<file path="config.mk">
export PLATFORM = sky130hd
export DESIGN_NAME = eg_score
export DESIGN_NICKNAME = d
export VERILOG_FILES = /design/src/hw/rtl/eg_pkg.sv /design/src/hw/rtl/eg_score.sv
export SDC_FILE = /design/constraint.sdc
export NUM_CORES = 1
export LEC_CHECK = 0
export BUFFER_PORTS_ARGS = -buffer_cell sky130_fd_sc_hd__buf_2
export CAP_MARGIN = 20
export CORE_MARGIN = 3
export CORE_UTILIZATION = 40
export CTS_CLUSTER_SIZE = 30
export DETAILED_ROUTE_END_ITERATION = 7
export HOLD_SLACK_MARGIN = 0.06
export MAX_ROUTING_LAYER = met4
export PLACE_DENSITY = 0.56
export SLEW_MARGIN = 20
export SYNTH_ARGS = -nofsm -noshare
export SYNTH_HDL_FRONTEND = slang
export SYNTH_SLANG_ARGS = --single-unit
export TNS_END_PERCENT = 50
</file>
<file path="constraint.sdc">
create_clock -name clk -period 14.3 [get_ports clk]
set_input_delay 0.715 -clock clk [delete_from_list [all_inputs] [get_ports clk]]
set_output_delay 0.715 -clock clk [all_outputs]
set_load 0.05 [all_outputs]
</file>
<file path="src/hw/rtl/eg_pkg.sv">
// Shared constants, codes, control structs and helper functions for the
// epsilon-greedy action selector. No dependencies.
package eg_pkg;

  localparam int NUM_STATES     = 64;
  localparam int NUM_ACTIONS    = 4;
  localparam int NUM_OBJECTIVES = 2;
  localparam int Q_WIDTH        = 16;

  // Fixed field widths of the ports
  localparam int STATE_W   = 6;
  localparam int ACTION_W  = 2;
  localparam int OBJ_IDX_W = 2;
  localparam int W_WIDTH   = 16;
  localparam int EPS_W     = 16;
  localparam int RPICK_W   = 8;
  localparam int TR_W      = STATE_W + 1;

  localparam int TR_DEPTH  = NUM_STATES * NUM_ACTIONS;
  localparam int Q_DEPTH   = TR_DEPTH * NUM_OBJECTIVES;
  localparam int TR_AW     = $clog2(TR_DEPTH);
  localparam int Q_AW      = $clog2(Q_DEPTH);
  localparam int ACT_W     = $clog2(NUM_ACTIONS);
  localparam int OBJ_W     = (NUM_OBJECTIVES > 1) ? $clog2(NUM_OBJECTIVES) : 1;
  localparam int PROD_W    = Q_WIDTH + W_WIDTH;
  localparam int SUM_W     = PROD_W + 2;
  localparam int CNT_W     = 3;
  localparam int SWEEP_LEN = NUM_ACTIONS * NUM_OBJECTIVES;

  localparam logic [EPS_W-1:0]   EPS_RESET    = 16'd58982;  // 0.90
  localparam logic [EPS_W-1:0]   EPS_DECAY    = 16'd63570;  // 0.97
  localparam logic [EPS_W-1:0]   EPS_FLOOR    = 16'd19661;  // 0.30
  localparam logic [W_WIDTH-1:0] WEIGHT_RESET = 16'd256;    // 1.0 in Q8.8

  typedef enum logic [2:0] {
    KIND_LOAD_TR     = 3'd0,
    KIND_LOAD_Q      = 3'd1,
    KIND_ACT         = 3'd2,
    KIND_RANDOM      = 3'd3,
    KIND_NEXT_GREEDY = 3'd4,
    KIND_DECAY       = 3'd5,
    KIND_FLOOR       = 3'd6,
    KIND_RESTART     = 3'd7
  } kind_t;

  typedef enum logic [1:0] {
    STATUS_OK        = 2'd0,
    STATUS_NO_ACTION = 2'd1,
    STATUS_ACK       = 2'd2
  } status_t;

  typedef enum logic [2:0] {
    CFG_WEIGHT0   = 3'd0,
    CFG_WEIGHT1   = 3'd1,
    CFG_WEIGHT2   = 3'd2,
    CFG_WEIGHT3   = 3'd3,
    CFG_EPS_START = 3'd4
  } cfg_idx_t;

  // Tag that travels with one Q read through the scoring pipeline
  typedef struct packed {
    logic             vld;
    logic [ACT_W-1:0] act;
    logic [OBJ_W-1:0] obj;
    logic             first;
    logic             last;
  } q_tag_t;

  typedef struct packed {
    logic             clear;
    q_tag_t           q_tag;
    logic             tr_vld;
    logic [ACT_W-1:0] tr_act;
  } score_ctl_t;

  typedef struct packed {
    logic [NUM_ACTIONS-1:0]              valid_mask;
    logic [NUM_ACTIONS-1:0][STATE_W-1:0] next_st;
    logic [ACT_W-1:0]                    best_act;
    logic                                any_nz;
  } score_res_t;

  // 4 = 1 mod 3, so the base-4 digit sum keeps the residue
  function automatic logic [1:0] mod3_u8(input logic [RPICK_W-1:0] v);
    logic [3:0] s;
    logic [1:0] r;
    s = 4'(v[1:0]) + 4'(v[3:2]) + 4'(v[5:4]) + 4'(v[7:6]);
    case (s) inside
      4'd0, 4'd3, 4'd6, 4'd9, 4'd12, 4'd15: r = 2'd0;
      4'd1, 4'd4, 4'd7, 4'd10, 4'd13:       r = 2'd1;
      default:                              r = 2'd2;
    endcase
    return r;
  endfunction

endpackage

</file>
<file path="src/hw/rtl/eg_score.sv">
// Scoring pipeline: weights each Q read, sums objectives per action and keeps
// the first maximum, valid mask and next states of the swept state. Uses eg_pkg.
module eg_score import eg_pkg::*; (
  input  logic                           clk,
  input  logic                           rst_n,
  input  score_ctl_t                     ctl,
  input  logic [3:0][W_WIDTH-1:0]        weights,
  input  logic [Q_WIDTH-1:0]             q_rdata,
  input  logic [TR_W-1:0]                tr_rdata,
  output score_res_t                     res
);

  q_tag_t                              tag1_r, tag2_r;
  logic                                tr_vld_r;
  logic [ACT_W-1:0]                    tr_act_r;
  logic signed [PROD_W-1:0]            prod_r;
  logic signed [PROD_W-1:0]            prod_nxt;
  logic signed [SUM_W-1:0]             acc_r, best_r, sum_nxt;
  logic                                have_r, any_nz_r;
  logic [ACT_W-1:0]                    best_act_r;
  logic [NUM_ACTIONS-1:0]              valid_r;
  logic [NUM_ACTIONS-1:0][STATE_W-1:0] ns_r;
  logic signed [Q_WIDTH-1:0]           q_s;
  logic signed [W_WIDTH-1:0]           w_s;
  logic                                eval;

  assign q_s      = $signed(q_rdata);
  assign w_s      = $signed(weights[2'(tag1_r.obj)]);
  assign prod_nxt = q_s * w_s;
  assign sum_nxt  = (tag2_r.first ? SUM_W'(0) : acc_r) + SUM_W'(prod_r);
  assign eval     = tag2_r.vld && tag2_r.last && valid_r[tag2_r.act];

  always_ff @(posedge clk) begin
    if (!rst_n) begin
      tag1_r   <= '0;
      tag2_r   <= '0;
      tr_vld_r <= 1'b0;
      have_r   <= 1'b0;
      any_nz_r <= 1'b0;
    end else begin
      // align tags with the memory output, then with the product register
      tag1_r   <= ctl.q_tag;
      tag2_r   <= tag1_r;
      tr_vld_r <= ctl.tr_vld;
      if (ctl.clear) begin
        have_r   <= 1'b0;
        any_nz_r <= 1'b0;
      end else if (eval) begin
        if (sum_nxt != '0) begin
          any_nz_r <= 1'b1;
        end
        if (!have_r || sum_nxt > best_r) begin
          have_r <= 1'b1;
        end
      end
    end
  end

  always_ff @(posedge clk) begin
    tr_act_r <= ctl.tr_act;
    prod_r   <= prod_nxt;
    if (tag2_r.vld) begin
      acc_r <= sum_nxt;
    end
    if (!ctl.clear && eval && (!have_r || sum_nxt > best_r)) begin
      best_r     <= sum_nxt;
      best_act_r <= tag2_r.act;
    end
    if (tr_vld_r) begin
      valid_r[tr_act_r] <= tr_rdata[TR_W-1];
      ns_r[tr_act_r]    <= tr_rdata[STATE_W-1:0];
    end
  end

  assign res.valid_mask = valid_r;
  assign res.next_st    = ns_r;
  assign res.best_act   = best_act_r;
  assign res.any_nz     = any_nz_r;

endmodule

</file>
# Word level (Yosys, flattened, before mapping)
# Index checks and enable logic that the tools add are counted.
# classes
addsub,1
multipliers,1
n_div,0
order_cmp,5
eq_ne,0
shifts,0
muxes,11
bitwise,1
reduce_logical,12
# ops
op,count
adder 34 x 32 -> 34 bit,1
greater-than comparator 34 bit,1
two-way mux 34 bit,1
nonzero test 34 bit,1
multiplier 16 x 16 -> 32 bit,1
two-way mux 16 bit,2
bitwise mux 24 bit,1
demux 6 bit (select 2 bit),1
"< comparator 2 x 3 -> 1 bit, second input constant",2
two-way mux 6 bit,1
logical AND 1 bit,5
bitwise mux 4 bit,1
AND reduction 2 bit,2
"< comparator 1 x 3 -> 1 bit, second input constant",1
binary-select mux 1 bit (select 2 bit),1
demux 1 bit (select 2 bit),1
">= comparator 2 x 1 -> 1 bit, second input constant",1
zero test 1 bit,2
two-way mux 1 bit,2
OR reduction 2 bit,1
logical OR 1 bit,1
NOT 1 bit,1
# totals
register_bits,146
latch_bits,0
mem_bits_rw,0
rom_bits,0
inputBits,99
word_cells,53
memories,0

# Depth between registers and ports, before layout
# Gate-level depths: netlist of run 1.
# logic_depth
word_depth,5
mapped_depth,27
depth_no_buf,24

# Least setup slack after synthesis of run 1
# No wires, ideal clock.
# synth_timing
path_kind,reg2reg
start,reg tag1_r[2] (netlist name)
end,reg prod_r[28]
arrival_time_ps,6664
required_time_ps,14228
path_slack_ps,7564
path_stages_with_launch,23
n_path_buf,3
cell_sequence,dfxtp_1 > clkbuf_1 > buf_1 > mux2_2 > clkbuf_1 > nand2_1 > inv_1 > fa_1 > fa_1 > fa_1 > fa_1 > fa_1 > inv_1 > fa_1 > inv_1 > ha_1 > a21oi_1 > o21ai_0 > a211o_1 > o211a_1 > o21a_1 > nor2_1 > xnor2_1
# synth_between
elab_chain_len,3
# synth_lines
item,line,rtl
start: declaration,eg_score.sv:13,"q_tag_t tag1_r, tag2_r;"
start signal: assignment,eg_score.sv:42,tag1_r <= ctl.q_tag;
two-way mux 16 bit (not written as such) (2 in a row),eg_score.sv:28,assign w_s = $signed(weights[2'(tag1_r.obj)]);
multiplier 16 x 16 -> 32 bit,eg_score.sv:29,assign prod_nxt = q_s * w_s;
via prod_nxt[28],eg_score.sv:17,logic signed [PROD_W-1:0] prod_nxt;
end signal: assignment,eg_score.sv:61,prod_r <= prod_nxt;
end: declaration,eg_score.sv:16,logic signed [PROD_W-1:0] prod_r;
# The timed path passes the listed nets, and every way through them passes these cells. The select of a mux whose other input is x is not followed.
# A chain may end at the register's enable or synchronous reset.

# Worst setup path in the final report of run 1
# layout_timing
start,reg tag1_r[2] (netlist name)
end,reg prod_r[30]
# The elaborated chain is that of the path after synthesis.

==> results of run 1 <==
-- routing by layer --
layer	GRT usage	wire length (um)
met2	0.311	18700
met1	0.223	16900
met4	0.0266	339
met5	-	0
met3	0.0190	719
-- state kept, by name (all words and copies together), names as in the netlist --
name / flops
acc_r: 34
any_nz_r: 1
best_act_r: 2
best_r: 34
have_r: 1
prod_r: 32
res: 24
tag1_r: 6
tag2_r: 5
tr_act_r: 2
tr_vld_r: 1
valid_r: 4
-- cells in the mapped netlist (all sizes together), types with 3 or more instances --
| cell type | instances | area, um2 |
|---|---|---|
| a211o | 5 | 43.8 |
| a211oi | 7 | 57.6 |
| a21o | 31 | 234 |
| a21oi | 75 | 402 |
| a31oi | 12 | 81.3 |
| and2 | 85 | 532 |
| and3 | 3 | 18.8 |
| and4 | 4 | 35.0 |
| buf | 8 | 41.3 |
| clkbuf | 42 | 158 |
| dfxtp | 48 | 961 |
| edfxtp | 98 | 2940 |
| fa | 263 | 5270 |
| ha | 149 | 1860 |
| inv | 367 | 1380 |
| mux2 | 12 | 135 |
| mux2i | 7 | 70.1 |
| nand2 | 153 | 577 |
| nand2b | 15 | 93.8 |
| nand3 | 19 | 95.1 |
| nand3b | 4 | 30.0 |
| nand4 | 12 | 75.1 |
| nor2 | 68 | 258 |
| nor2b | 97 | 614 |
| nor3 | 14 | 75.1 |
| nor3b | 3 | 22.5 |
| nor4 | 6 | 43.8 |
| o211ai | 7 | 52.6 |
| o21a | 12 | 90.1 |
| o21ai | 35 | 183 |
| o21bai | 4 | 30.0 |
| o31ai | 9 | 72.6 |
| or2 | 7 | 43.8 |
| or4b | 3 | 30.0 |
| xnor2 | 48 | 420 |
| xor2 | 13 | 114 |
-- critical path, cell delays in order, from the launching register on --
cell and delay, ps:
dfxtp_1 990, mux2_2 550, nand2_1 130, fa_1 530
fa_1 570, fa_1 460, fa_1 540, inv_1 60
fa_1 500, fa_1 420, ha_1 380, nand3_1 90
o31ai_1 520, a31oi_1 260, o31ai_1 490, a211o_1 230
a21oi_1 100, o31ai_1 290, xor2_1 180
-- layout make-up --
class / count / area [um2] / share of cell area
inverter: 367 / 1380 / 0.0724
sequential: 146 / 3900 / 0.205
tap: 577 / 722 / 0.0379
multi-input combinational: 1204 / 11900 / 0.625
clock buffer: 17 / 425 / 0.0223
timing repair buffer: 105 / 546 / 0.0287
clock inverter: 15 / 161 / 0.00848
-- how the worst min path moves through the flow --
stage / slack (ps) / endpoint / start / depth (start not counted)
after CTS: 360 / tr_act_r[1] / ctl[1] / 1
after global placement: 420 / tag2_r[3] / tag1_r[3] / 1
after detailed placement: 430 / tag2_r[0] / tag1_r[0] / 1
final: 390 / tr_act_r[1] / ctl[1] / 1
after floorplan: 410 / tag2_r[0] / tag1_r[0] / 1
after global routing: 360 / tr_act_r[1] / ctl[1] / 1
-- cells in the final DEF (no fill, tap or decap), types with 11 or more instances in the layout --
cell	netlist	final
inv_1	367	367
ha_1	149	149
fa_1	263	263
o21ai_0	28	28
nand2b_1	15	15
nor2b_1	96	96
nand2_1	152	152
mux2_2	12	12
clkbuf_16	0	17
nand3_1	19	19
and2_1	85	85
xor2_1	13	13
nor2_1	67	67
o21a_1	12	12
buf_2	6	97
a21o_1	30	30
a21oi_1	70	70
xnor2_1	48	48
dfxtp_1	48	48
edfxtp_1	98	98
a31oi_1	11	11
nand4_1	12	12
nor3_1	13	13
-- per-stage QoR --
stage | setup WS (ps) | cell area, um2
after global routing | 6480 | 19000
after CTS | 6870 | 19000
final | 6900 | 19000
after global placement | 6910 | 18400
after detailed placement | 6930 | 18400
after floorplan | 7560 | 17400
-- logic make-up (layout without fill, tap and decap cells) --
kind of cell,Yosys count,after routing,synth area share
AND/OR/NAND/NOR,497,497,0.149
buffers and inverters,417,504,0.0908
adder cells (fa/ha/maj),412,412,0.411
AO/OA/AOI/OAI,215,215,0.0825
flip-flops,146,146,0.225
XOR/XNOR,61,61,0.0308
multiplexers,19,19,0.0118
==> flow_summary.yaml, run 1 <==
clock_network:
  clock-sinks: 146
  post-cts-setup-buffers: 0
  cts_tree: "done"
  hold_buffers: 0
  cts_resized: 0
  path_clk_slew_ps: 60
  clk_latency_ps: 430
  htree_levels: 4
  cts_root_buf: "clkbuf_16"
  cts_buffer_depth: 2
  cts_buffers: 17
drt:
  drt_iter0_markers: 508
  via_per_inst: 4.92
  totalWireLength_um: 36700
  dr_total_vias: 11900
  drt.antenna.violating_nets: 0
  wl_per_cell_um: 15.1
  drc_errors: 0
  first_pass_iters: 5
finish:
  fin_nets: 2352
  finalNonFillerCells: 2431
  utilization: 0.449
  syn2layout_area_growth_pct: 9.64
  drive_gt1_frac: 0.0949
  antenna_cells: 0
  nFillCells: 4180
timing:
  final-hold-violation-count: 0
  rsz0062_at_grt: "false"
  maxSlewHeadroom: 0.315
  whs_ps: 385
  tightest_slew_ps: 1030
  finalCriticalPeriod_ps: 7400
  setup_viol: 0
  fin_skew_ps: 9.97
  min_period_over_period: 0.518
  setup_tns_ps: 0
  maxSlewViolCount: 0
  timing.fmax_mhz: 135
synth:
  async_flop_share: 0
  synth_edf_count: 98
  ys_types: 72
  synth_seq_cells: 146
  ys_seq_area_frac: 0.225
  avgSynthCellArea_um2: 9.83
  synth_nets: 2278
  synthFlopType: "edfxtp_1"
  synthCells: 1767
  synthesis.area_um2: 17400
  yosysWarnings: 0
run:
  cap_violations: 0
critical_path:
  startpoint: "tag1_r[2]"
  crit_path_end_kind: "register"
  r2r-start: "tag1_r[2]"
  timing.rr.end: "prod_r[30]"
  cp-start-kind: "register"
  crit_arrival_ps: 7750
  required_ps: 14650
  setup.worst_path.end: "prod_r[30]"
  worstSetupPathType: "register to register"
  regToRegSetupSlack_ps: 6900
  r2r_cells: 18
  cp_max_fo: 16
global_route:
  overflow: 0
  grt_pass1_vias: 13100
  grt_usage: 0.176
  grt_max_degree: 37
  grt_pass1_wl_um: 64500
  antenna_found_initial: 0
run_status:
  status: "complete, no violations"
place:
  dp_hpwl_um: 30300
  io_buffers: 97
  gp_congestion: 0.837
  place_inst: 2399
floorplan:
  core_area_um2: 42400
  die_w_um: 214
  fp.dieH_um: 214
  dieArea_um2: 45900
  start_util: 0.409
  fp-row-count: 75
  pin_count: 130
min_path:
  hp-class: "input pin to register"
Power of run 1 is left out: the tool's default activity adds up to more than one toggle a clock period on the data nets, which glitch-free logic cannot reach.
==> run 2: changes to the inputs <==
- clock period: 14.3 -> 7.1 ns (I/O delays scaled with it)
==> run 2 against run 1 <==
Global-route usage rose by 0.30 points; critical path type unchanged; routed wire length up 1.9%; core utilization up 0.26 points; worst setup slack worse by 6400 ps; first-iteration DRC count is 4.7% lower; sequential share of layout area fell by 0.12 points.
==> flow_summary.yaml, run 2 (synthesized netlist as in run 1, its figures left out) <==
critical_path:
  slowest_delay_ps: 520
  r2r_cells: 23
  cp_num_cells: 23
  required_ps: 7460
  cp_cell_sequence: "buf_12 > mux2_2 > nand2_1 > fa_1 > fa_1 > fa_1 > inv_1 > fa_1 > fa_1 > inv_1 > fa_1 > inv_1 > ha_1 > a21o_1 > a21oi_1 > o21ai_0 > a31oi_1 > nand3b_1 > a21o_1 > a21oi_1 > o31ai_1 > a21oi_1 > xnor2_1"
  cp_top_family: "adder cells"
  startpoint: "tag1_r[2]"
  r2r-start: "tag1_r[2]"
  cp_max_fo: 16
  worstSetupPathType: "register to register"
  slowest_stage: "fa_1"
  cp_common_cell: "fa_1"
  cp-start-kind: "register"
  crit_path_end_kind: "register"
  crit_arrival_ps: 6970
  critPathBufInv: 4
drt:
  via_per_inst: 4.91
  dr_total_vias: 12000
  first_pass_iters: 5
  totalWireLength_um: 37400
  drc_errors: 0
  drt.antenna.violating_nets: 0
  wl_per_cell_um: 15.3
  drt_iter0_markers: 484
place:
  pre_cts_ws_ps: 462
  gp_congestion: 0.849
  dp_hpwl_um: 31100
  io_buffers: 97
  place_inst: 2411
  dpl_cell_area_um2: 18600
global_route:
  grt-busiest-layer: "met2"
  use_met2: 0.307
  use_met1: 0.230
  grt_usage: 0.179
  antenna_found_initial: 0
  grt_pass1_vias: 12900
  grt_pass1_wl_um: 65300
  grt_max_degree: 36
  overflow: 0
  met3_usage: 0.0211
clock_network:
  htree_levels: 4
  path_clk_slew_ps: 70
  post-cts-setup-buffers: 0
  clock-sinks: 146
  cts_tree: "done"
  cts_root_buf: "clkbuf_16"
  clk_latency_ps: 430
  cts_buffer_depth: 2
  cts_buffers: 17
finish:
  syn2layout_area_growth_pct: 10.3
  nFillCells: 4139
  finalNonFillerCells: 2445
  drive_gt1_frac: 0.101
  fin_nets: 2366
  layout_common_cells: "367 x inv_1, 262 x fa_1, 152 x nand2_1, 149 x ha_1, 98 x edfxtp_1"
  antenna_cells: 0
  fin_area_um2: 19100
  reg.largest.list: "acc_r: 34 flops, best_r: 34 flops, prod_r: 32 flops"
  final_common_cell: "inv_1"
  regArea_um2: 3900
  multiInputGateArea_um2: 11900
floorplan:
  dieArea_um2: 45900
  fp.dieH_um: 214
  die_w_um: 214
  start_util: 0.409
  fp-row-count: 75
  pin_count: 130
  core_area_um2: 42400
timing:
  timing.final.ws_setup_ps: 489
  maxSlewViolCount: 0
  setup_viol: 0
  fin_skew_ps: 8.01
  setup_tns_ps: 0
  timing.fmax_mhz: 151
  rsz0062_at_grt: "false"
  finalCriticalPeriod_ps: 6610
  final-hold-violation-count: 0
  maxSlewHeadroom: 0.543
  tightest_slew_ps: 683
  min_period_over_period: 0.931
run:
  cap_violations: 0
run_status:
  status: "complete, no violations"
min_path:
  min_delay_path_depth: 2
  min_from: "ctl[9]"
  hp-class: "input pin to register"
-- run 2: cell count changes in the layout (fill, tap and decap cells not counted), sizes merged --
cell	change
buf	+12
clkinv	+2
dlygate4sd3	+2
inv	-2
-- run 2: final cells by class --
| type | instances | area share |
|---|---|---|
| Clock inverter | 15 | 0.00758 |
| Clock buffer | 17 | 0.0222 |
| Tap cell | 577 | 0.0377 |
| Multi-Input combinational cell | 1204 | 0.622 |
| Timing Repair Buffer | 119 | 0.0349 |
| Inverter | 367 | 0.0720 |
| Sequential cell | 146 | 0.204 |
-- run 2: through the flow --
stage	util	hold slack (ps)
after floorplan	-	383
after CTS	0.451	86.2
after detailed placement	0.437	419
after global placement	0.437	414
after global routing	0.451	100
final	0.451	110
-- run 2: layer usage --
| layer | routed length [um] | vias up |
|---|---|---|
| li1 | - | 5753 |
| met4 | 590 | 0 |
| met2 | 18900 | 161 |
| met3 | 925 | 41 |
| met5 | 0 | - |
| met1 | 16900 | 6054 |
-- run 2: worst paths after layout --
check                    end  slack (ps)
setup / recovery  prod_r[31]         490
hold / removal        have_r         110
setup reg to reg  prod_r[31]         490
hold reg to reg    tag2_r[4]         430
-- run 2: timing repair --
action                                  CTS  global route
endpoints found under the hold margin     2             0
endpoints found under the setup margin    0             2
hold buffers                              2             0
gates resized for setup                   0             1
-- run 2: worst register-to-register path: cells and delay by family (launching register included) --
kind	cells	cell delay, ps
AOI/OAI and AO/OA	8	1670
xor gates and xnor gates	1	130
adders and majority gates	7	3290
buffers and inverters	4	330
DFF	1	360
muxes	1	510
and+or+nand+nor	2	260
Power of run 2 is left out for the same reason.
==> run 3: changes to the inputs <==
- clock period: 7.1 -> 8 ns (I/O delays scaled with it)
==> run 3 against run 2 <==
Count of clock-buffer cells in the layout did not move; die area is the same; via count hardly changed; routed wire length shrank 1.5%; first-iteration DRC count rose by 17%; worst setup slack better by 410 ps; core utilization shrank 0.17 points; hold slack improved by 46 ps; sequential share of layout area rose by 0.078 points; critical path type unchanged.
==> flow_summary.yaml, run 3 (synthesized netlist as in run 1, its figures left out) <==
run_status:
  status: "complete, no violations"
timing:
  maxSlewViolCount: 0
  setup_viol: 0
  timing.fmax_mhz: 141
  min_period_over_period: 0.888
  finalCriticalPeriod_ps: 7100
  setup_tns_ps: 0
  fin_skew_ps: 12.1
  maxSlewHeadroom: 0.417
  rsz0062_at_grt: "false"
  final-hold-violation-count: 0
  tightest_slew_ps: 850
global_route:
  grt_max_degree: 37
  grt_pass1_wl_um: 64300
  grt_usage: 0.176
  grt_pass1_vias: 12700
  antenna_found_initial: 0
  overflow: 0
clock_network:
  cts_buffer_depth: 2
  clk_latency_ps: 440
  path_clk_slew_ps: 70
  cts_buffers: 17
  cts_resized: 0
  clock-sinks: 146
  post-cts-setup-buffers: 0
  htree_levels: 4
  cts_tree: "done"
  cts_root_buf: "clkbuf_16"
floorplan:
  fp-row-count: 75
  start_util: 0.409
  core_area_um2: 42400
  fp.dieH_um: 214
  dieArea_um2: 45900
  pin_count: 130
  die_w_um: 214
run:
  cap_violations: 0
drt:
  drc_errors: 0
  drt_iter0_markers: 564
  via_per_inst: 4.93
  drt.antenna.violating_nets: 0
  dr_total_vias: 12000
  totalWireLength_um: 36800
  wl_per_cell_um: 15.1
  first_pass_iters: 5
finish:
  reg.largest.list: "acc_r: 34 flops, best_r: 34 flops, prod_r: 32 flops"
  drive_gt1_frac: 0.0953
  syn2layout_area_growth_pct: 9.84
  antenna_cells: 0
  nFillCells: 4166
  utilization: 0.450
  final_common_cell: "inv_1"
  fin_nets: 2355
  layout_common_cells: "367 x inv_1, 263 x fa_1, 152 x nand2_1, 149 x ha_1, 98 x edfxtp_1"
critical_path:
  timing.rr.end: "prod_r[30]"
  worstSetupPathType: "register to register"
  regToRegSetupSlack_ps: 900
  cp_max_fo: 16
  r2r_cells: 19
  r2r-start: "tag1_r[2]"
  crit_path_end_kind: "register"
  cp-start-kind: "register"
  crit_arrival_ps: 7460
  required_ps: 8360
place:
  io_buffers: 97
  gp_congestion: 0.858
  dp_hpwl_um: 30300
min_path:
  holdPathEnd: "have_r"
  hp-class: "input pin to register"
  min_delay_path_depth: 2
  min_from: "ctl[9]"
run 3: how the worst max path moves through the flow:
| stage | end | slack [ps] | start |
|---|---|---|---|
| finish | prod_r[30] | 900 | tag1_r[2] |
| global route | prod_r[29] | 440 | tag1_r[2] |
| CTS | prod_r[30] | 870 | tag1_r[2] |
| detailed placement | prod_r[30] | 910 | tag1_r[2] |
| global placement | prod_r[31] | 1020 | tag1_r[2] |
| floorplan | prod_r[28] | 1260 | tag1_r[2] |
run 3: metal layers:
| layer | track usage | share of wire | up-vias |
|---|---|---|---|
| met5 | - | 0 | - |
| li1 | - | - | 5741 |
| met1 | 0.226 | 0.46 | 6106 |
| met2 | 0.304 | 0.51 | 133 |
| met4 | 0.0288 | 0.0088 | 0 |
| met3 | 0.0213 | 0.025 | 25 |
run 3: final cells by class:
class                           instances  area [um2]  share of cell area
Tap cell                              577         722              0.0379
Multi-Input combinational cell       1204       11900               0.624
Sequential cell                       146        3900               0.205
Timing Repair Buffer                  108         573              0.0300
Clock buffer                           17         425              0.0223
Inverter                              367        1380              0.0722
Clock inverter                         15         170             0.00892
run 3: critical path: stages (launching register included):
cell     delay [ps]
dfxtp_1         460
buf_4           300
mux2_2          520
nand2_1         140
fa_1            450
fa_1            570
fa_1            460
fa_1            550
inv_1            50
fa_1            490
fa_1            420
ha_1            380
nand3_1         110
o31ai_1         590
a31oi_1         260
o31ai_1         500
a211o_1         230
a21oi_1          90
o31ai_1         270
xor2_1          160
run 3: metrics by stage:
stage	cell area, um2	cells	worst slack [ps]	hold slack (ps)
final	19100	2434	896	156
after global routing	19100	2434	441	143
after CTS	19100	2434	867	138
after detailed placement	18500	2400	905	420
after global placement	18500	2400	1020	417
after floorplan	17400	1767	1260	412
run 3: timing repair:
action	4_1_cts	5_1_grt
endpoints found under the hold margin	2	0
hold buffers	2	0
endpoints found under the setup margin	0	0
Power of run 3 is left out for the same reason.
